File: config.mk
export PLATFORM = sky130hd
export DESIGN_NAME = mrmf_ctrl
export DESIGN_NICKNAME = d
export VERILOG_FILES = /design/src/design/mrmf_pkg.sv /design/src/design/mrmf_ctrl.sv
export SDC_FILE = /design/constraint.sdc
export NUM_CORES = 1
export LEC_CHECK = 0
export BUFFER_PORTS_ARGS = -buffer_cell sky130_fd_sc_hd__buf_2
export CAP_MARGIN = 20
export CORE_AREA = 2 2 39 41
export DETAILED_ROUTE_END_ITERATION = 10
export DIE_AREA = 0 0 41 43
export MAX_ROUTING_LAYER = met4
export PLACE_DENSITY = 0.34
export RECOVER_POWER = 25
export SYNTH_ARGS = -nofsm -noshare
export SYNTH_HDL_FRONTEND = slang
export SYNTH_SLANG_ARGS = --single-unit
File: constraint.sdc
create_clock -name clk -period 1.35 [get_ports clk]
set_clock_uncertainty 0.15 [all_clocks]
set_input_delay 0.27 -clock clk [delete_from_list [all_inputs] [get_ports clk]]
set_output_delay 0.27 -clock clk [all_outputs]
set_load 0.02 [all_outputs]
File: src/design/mrmf_pkg.sv
// ============================================================================
// MIDI redundant message filter package
// Shared widths, message type codes and the controller/datapath link types.
// ============================================================================
`default_nettype none

package mrmf_pkg;

    localparam int COUNT_WIDTH = 32;
    localparam int SENT_W      = 32;
    localparam int CNT_EXT_W   = (COUNT_WIDTH > SENT_W) ? COUNT_WIDTH : SENT_W;

    localparam int CC_DEPTH    = 2048;
    localparam int CC_ADDR_W   = $clog2(CC_DEPTH);
    localparam int PROG_DEPTH  = 16;
    localparam int CHAN_W      = $clog2(PROG_DEPTH);
    localparam int DATA_W      = 7;
    localparam int ENTRY_W     = 8;

    localparam logic [3:0]         TYPE_CC      = 4'hB;
    localparam logic [3:0]         TYPE_PROGRAM = 4'hC;
    localparam logic [ENTRY_W-1:0] EMPTY_ENTRY  = 8'hFF;

    typedef struct packed {
        logic clear_en;
        logic capture;
        logic commit;
    } ctrl_cmd_t;

    typedef struct packed {
        logic clear_last;
        logic out_busy;
    } dp_stat_t;

endpackage

`default_nettype wire

File: src/design/mrmf_ctrl.sv
// ============================================================================
// MIDI filter controller
// Sequences the post-reset store clear, message capture and decision commit.
// ============================================================================
`default_nettype none

module mrmf_ctrl (
    input  wire logic                clk,
    input  wire logic                rst_n,
    input  wire logic                in_valid,
    output logic                     in_ready,
    input  wire mrmf_pkg::dp_stat_t  stat,
    output mrmf_pkg::ctrl_cmd_t      cmd
);
    import mrmf_pkg::*;

    typedef enum logic [2:0] {
        ST_CLEAR  = 3'b001,
        ST_IDLE   = 3'b010,
        ST_DECIDE = 3'b100
    } state_t;

    state_t state_reg;
    state_t state_next;

    always_comb
    begin
        state_next   = state_reg;
        in_ready     = 1'b0;
        cmd.clear_en = 1'b0;
        cmd.capture  = 1'b0;
        cmd.commit   = 1'b0;
        unique case (state_reg)
            ST_CLEAR:
            begin
                cmd.clear_en = 1'b1;
                if (stat.clear_last)
                begin
                    state_next = ST_IDLE;
                end
            end
            ST_IDLE:
            begin
                in_ready    = 1'b1;
                cmd.capture = in_valid;
                if (in_valid)
                begin
                    state_next = ST_DECIDE;
                end
            end
            ST_DECIDE:
            begin
                if (!stat.out_busy)
                begin
                    cmd.commit = 1'b1;
                    state_next = ST_IDLE;
                end
            end
            default:
            begin
                state_next = ST_CLEAR;
            end
        endcase
    end

    always_ff @(posedge clk or negedge rst_n)
    begin
        if (!rst_n)
        begin
            state_reg <= ST_CLEAR;
        end
        else
        begin
            state_reg <= state_next;
        end
    end

`ifndef ASSERT_OFF
    a_commit_needs_room: assert property (@(posedge clk) disable iff (!rst_n)
        cmd.commit |-> !stat.out_busy)
        else $error("commit while result register is occupied");

    a_capture_then_decide: assert property (@(posedge clk) disable iff (!rst_n)
        cmd.capture |=> (state_reg == ST_DECIDE))
        else $error("captured message not followed by a decision");

    a_no_accept_while_clearing: assert property (@(posedge clk) disable iff (!rst_n)
        cmd.clear_en |-> !in_ready)
        else $error("input accepted during store clear");
`endif

endmodule

`default_nettype wire

* Yosys cells after proc, flatten, opt, wreduce, memory -nomap -nowiden
Cells that the tools add are included.
W data, S select, Z words.
** Storage, ports and cells
- Input bits :: 5
- Logic and storage cells :: 17
- Register bits after elaboration :: 3
** Cells by class
- Mux-type cells :: 9
- Reductions and logical operators :: 1
- Equality and inequality tests :: 6
** Operators with widths (count)
- $mux W3 :: 3
- $pmux W3 S3 :: 1
- $ne A2 B2 Y1 const B :: 3
- $mux W1 :: 5
- $eq A3 B1 Y1 const B :: 1
- $eq A3 B2 Y1 const B :: 1
- $eq A3 B3 Y1 const B :: 1
- $reduce_and A3 Y1 :: 1

* Logic depth before layout (Yosys ltp)
- Word-level depth :: 3
- Depth in mapped cells :: 3
- Mapped depth without buffers :: 2

* Worst setup path before layout
No wires, ideal clock.
- Path type :: reg2out
- Start :: register state_reg[2]
- End :: output cmd[1] in the netlist's numbering
- Stages on the path, launching flop included :: 4
- Setup slack :: -0.226 ns
- Required time :: 0.930 ns
- Buffers on the path :: 1
- Arrival :: 1.156 ns
- Path through :: dfrtp_1 > buf_2 > nor3b_2 > and2_1
** RTL lines
- start, declared :: RTL line mrmf_ctrl.sv:23 : state_t state_reg;
- start signal, assigned :: RTL line mrmf_ctrl.sv:74 : state_reg <= state_next;
- end, declared :: RTL line mrmf_ctrl.sv:13 : output mrmf_pkg::ctrl_cmd_t cmd

==> flow_summary.html <==
<table>
<tr><th>Metric</th><th>Value</th></tr>
<tr><th colspan="2">Outcome</th></tr>
<tr><td>Outcome</td><td>finished, violations left</td></tr>
<tr><td>Failing checks</td><td>setup timing</td></tr>
<tr><th colspan="2">Pwr</th></tr>
<tr><td>Worst VDD drop</td><td>714 uV</td></tr>
<tr><td>Switching Share</td><td>35.9%</td></tr>
<tr><td>Total power divided by cell area</td><td>2060 mW/mm^2</td></tr>
<tr><td>Share of power burned in registers</td><td>26.3%</td></tr>
<tr><td>Net Switching</td><td>0.256 mW</td></tr>
<tr><td>Comb power frac</td><td>51.0%</td></tr>
<tr><td>Clk pwr share</td><td>22.7%</td></tr>
<tr><td>Static Leakage</td><td>0.150 nW</td></tr>
<tr><td>Internal power of the cells</td><td>0.457 mW</td></tr>
<tr><th colspan="2">Worst setup path</th></tr>
<tr><td>Worst path required time</td><td>0.93 ns</td></tr>
<tr><td>Nature of the critical path endpoint</td><td>primary output</td></tr>
<tr><td>Crit start category</td><td>flip-flop</td></tr>
<tr><td>Max Fanout on Critical Path</td><td>5</td></tr>
<tr><td>Critical Path AT</td><td>1.16 ns</td></tr>
<tr><td>Path type of the worst setup path</td><td>reg2out</td></tr>
<tr><th colspan="2">Finish</th></tr>
<tr><td>Ratio of cells with drive above 1 in the final layout</td><td>55.9%</td></tr>
<tr><td>Number of flip-flops in the largest register</td><td>3</td></tr>
<tr><td>Leading cell type in the layout, fill and taps excluded</td><td>sky130_fd_sc_hd__buf_4</td></tr>
<tr><td>Leading cell types in the layout, fill and taps excluded</td><td>5 x sky130_fd_sc_hd__buf_4, 3 x sky130_fd_sc_hd__clkbuf_4, 3 x sky130_fd_sc_hd__buf_2, 3 x sky130_fd_sc_hd__buf_6</td></tr>
<tr><td>Diode count</td><td>0</td></tr>
<tr><td>Syn-to-layout area delta</td><td>81.0%</td></tr>
<tr><td>Fin nets</td><td>40</td></tr>
<tr><td>Post-Layout Cell Count</td><td>50</td></tr>
<tr><th colspan="2">STA</th></tr>
<tr><td>Final setup vio count</td><td>4</td></tr>
<tr><td>Clock period minus worst slack</td><td>1.58 ns</td></tr>
<tr><td>Hold slack final</td><td>0.175 ns</td></tr>
<tr><td>Worst Tran Pin Value</td><td>0.275 ns</td></tr>
<tr><td>Unrepaired setup endpoints after global routing</td><td>yes</td></tr>
<tr><td>Number of slew-limit violations in the final report</td><td>0</td></tr>
<tr><td>Number of hold violations in the final report</td><td>0</td></tr>
<tr><td>Highest achievable clock rate</td><td>631 MHz</td></tr>
<tr><td>Final setup margin</td><td>-0.234 ns</td></tr>
<tr><td>Worst-case headroom to the max-slew limit</td><td>81.6%</td></tr>
<tr><td>Post-route setup TNS</td><td>-0.771 ns</td></tr>
<tr><td>Final worst-path cycle share</td><td>117%</td></tr>
<tr><th colspan="2">Clock network</th></tr>
<tr><td>Post-CTS setup buffers</td><td>0</td></tr>
<tr><td>Root buffer selected by CTS</td><td>sky130_fd_sc_hd__clkbuf_4</td></tr>
<tr><td>Num Clock Sinks</td><td>3</td></tr>
<tr><td>Number of H-tree levels</td><td>1</td></tr>
<tr><td>Number of buffers inserted during clock tree synthesis</td><td>3</td></tr>
<tr><td>Max Buffers Root-to-Sink</td><td>2</td></tr>
<tr><td>Clk Latency, worst-skew pair</td><td>0.23 ns</td></tr>
<tr><td>Clock input transition at the sequential cells of the worst setup and hold paths</td><td>0.04 ns</td></tr>
<tr><td>TritonCTS clock tree</td><td>done</td></tr>
<tr><th colspan="2">Drt</th></tr>
<tr><td>Starting DRC count in detailed routing</td><td>1</td></tr>
<tr><td>Post-detailed-route DRC marker count</td><td>0</td></tr>
<tr><td>Vias per cell</td><td>3.82</td></tr>
<tr><td>WL/cell</td><td>10.2 um</td></tr>
<tr><td>Remaining antenna violation count after routing</td><td>0</td></tr>
<tr><td>Final wirelength</td><td>510 um</td></tr>
<tr><td>First-pass detailed-route iteration total</td><td>2</td></tr>
<tr><td>Via Count</td><td>191</td></tr>
<tr><th colspan="2">Floorplan</th></tr>
<tr><td>Boundary Pins</td><td>9</td></tr>
<tr><td>Area of the core</td><td>0.00138 mm^2</td></tr>
<tr><td>Number of cell rows</td><td>14</td></tr>
<tr><td>Horiz. Die Dim</td><td>41 um</td></tr>
<tr><td>Die outline height</td><td>43 um</td></tr>
<tr><td>Die footprint</td><td>0.00176 mm^2</td></tr>
<tr><td>Starting Density</td><td>13.8%</td></tr>
<tr><th colspan="2">Logic synthesis</th></tr>
<tr><td>Post-synthesis instance area</td><td>191 um^2</td></tr>
<tr><td>Warnings from Yosys</td><td>0</td></tr>
<tr><td>Average cell area after synthesis</td><td>10.6 um^2</td></tr>
<tr><td>Register bit total from synthesis</td><td>3</td></tr>
<tr><td>Number of nets produced by synthesis</td><td>23</td></tr>
<tr><td>Mapped Cells</td><td>18</td></tr>
<tr><td>Register area share after synthesis</td><td>39.9%</td></tr>
<tr><td>Number of distinct library cells after synthesis</td><td>16</td></tr>
<tr><th colspan="2">Global routing</th></tr>
<tr><td>Via count of the first global-routing pass</td><td>213</td></tr>
<tr><td>Wire length of the first global-routing pass</td><td>910 um</td></tr>
<tr><td>Antenna violations before repair</td><td>0</td></tr>
<tr><td>Remaining global-route overflow</td><td>0</td></tr>
<tr><td>Overall fraction of global-route tracks in use</td><td>8.44%</td></tr>
<tr><td>Maximum number of pins on one net before global-route repair</td><td>8</td></tr>
<tr><th colspan="2">Placed design</th></tr>
<tr><td>Number of I/O port buffers</td><td>8</td></tr>
<tr><td>Cell total after placement</td><td>45</td></tr>
<tr><td>Post-DP HPWL</td><td>418 um</td></tr>
<tr><td>Routability-driven placement congestion ratio</td><td>0.675</td></tr>
<tr><th colspan="2">Run</th></tr>
<tr><td>Number of violations of the max-capacitance limit</td><td>0</td></tr>
<tr><th colspan="2">Min path</th></tr>
<tr><td>Class of the tightest hold or removal check</td><td>in2reg</td></tr>
</table>
==> routing by layer <==
layer / wire [um] / GRT usage (%)
met2: 265 / 10.6
met1: 211 / 9.68
met4: 0 / 2.00
met5: 0 / -
met3: 33 / 7.85
==> power by group through the flow <==
stage | Clock, mW | Combinational, mW | Sequential (mW)
CTS | 0.170 | 0.359 | 0.186
floorplan | 0 | 0.195 | 0.193
detailed placement | 0 | 0.324 | 0.186
finish | 0.162 | 0.364 | 0.187
global route | 0.174 | 0.398 | 0.194
global placement | 0 | 0.324 | 0.185
==> critical path, cell delays in order, from the launching register on <==
cell                      delay (ns)
sky130_fd_sc_hd__dfstp_2        0.59
sky130_fd_sc_hd__nor3b_2        0.18
sky130_fd_sc_hd__buf_4          0.16
==> logic make-up after synthesis <==
family                 synth area share, %
AOI/OAI and AO/OA                     13.7
buffers and inverters                 4.57
and+or+nand+nor                       41.8
DFF                                   39.9
==> area by class of cell <==
type	instances	area [um^2]
fill	157	1040
multi-input combinational	13	120
timing repair buffer	13	100
sequential	3	76.3
clock buffer	4	26.3
tap	16	20.0
inverter	1	3.75
==> final timing paths <==
| check | from | endpoint | slack (ns) | depth (start not counted) |
|---|---|---|---|---|
| min reg2reg | state_reg[1]$_DFFE_PN0P_ | state_reg[0]$_DFFE_PN1P_ | 0.56 | 3 |
| min | in_valid | state_reg[2]$_DFFE_PN0P_ | 0.18 | 3 |
| min in group asynchronous | rst_n | state_reg[2]$_DFFE_PN0P_ | 0.22 | 2 |
| max in group asynchronous | rst_n | state_reg[0]$_DFFE_PN1P_ | 0.60 | 2 |
| max reg2reg | state_reg[0]$_DFFE_PN1P_ | state_reg[1]$_DFFE_PN0P_ | 0.07 | 3 |
| max | state_reg[0]$_DFFE_PN1P_ | cmd[2] | -0.23 | 2 |
==> cells in the mapped netlist <==
cell	count	area share, %
sky130_fd_sc_hd__dfstp_2	1	14
sky130_fd_sc_hd__o21ai_0	1	2.6
sky130_fd_sc_hd__buf_2	1	2.6
sky130_fd_sc_hd__and3b_1	1	4.6
sky130_fd_sc_hd__a21oi_1	1	2.6
sky130_fd_sc_hd__nor4b_2	1	7.8
sky130_fd_sc_hd__nor3b_1	1	3.9
sky130_fd_sc_hd__inv_1	1	2.0
sky130_fd_sc_hd__a211o_1	1	4.6
sky130_fd_sc_hd__o31ai_1	1	3.9
sky130_fd_sc_hd__nor2b_1	1	3.3
sky130_fd_sc_hd__dfrtp_1	2	26
sky130_fd_sc_hd__nor4b_1	1	4.6
sky130_fd_sc_hd__and2_1	1	3.3
sky130_fd_sc_hd__nand3b_1	2	7.8
sky130_fd_sc_hd__nor3b_2	1	6.5
==> repair_timing <==
item / in CTS / in global routing
endpoints found under the setup margin: 4 / 5
endpoints found under the hold margin: 3 / 0
pin swaps: 2 / 0
hold buffers: 1 / 0
resized for setup: 5 / 2
==> per-stage QoR <==
| stage | utilization (%) | cell area, um^2 | power [mW] | setup WS (ns) |
|---|---|---|---|---|
| 4_1_cts | 24.7 | 342 | 0.715 | -0.251 |
| 2_1_floorplan | - | 211 | 0.388 | -0.0813 |
| 3_5_place_dp | 21.0 | 290 | 0.510 | -0.0213 |
| 5_1_grt | 25.0 | 347 | 0.766 | -0.293 |
| 3_3_place_gp | 21.0 | 290 | 0.509 | -0.0181 |
| 6_report | 25.0 | 347 | 0.713 | -0.234 |
No activity file was read; power rests on OpenSTA's default activity.
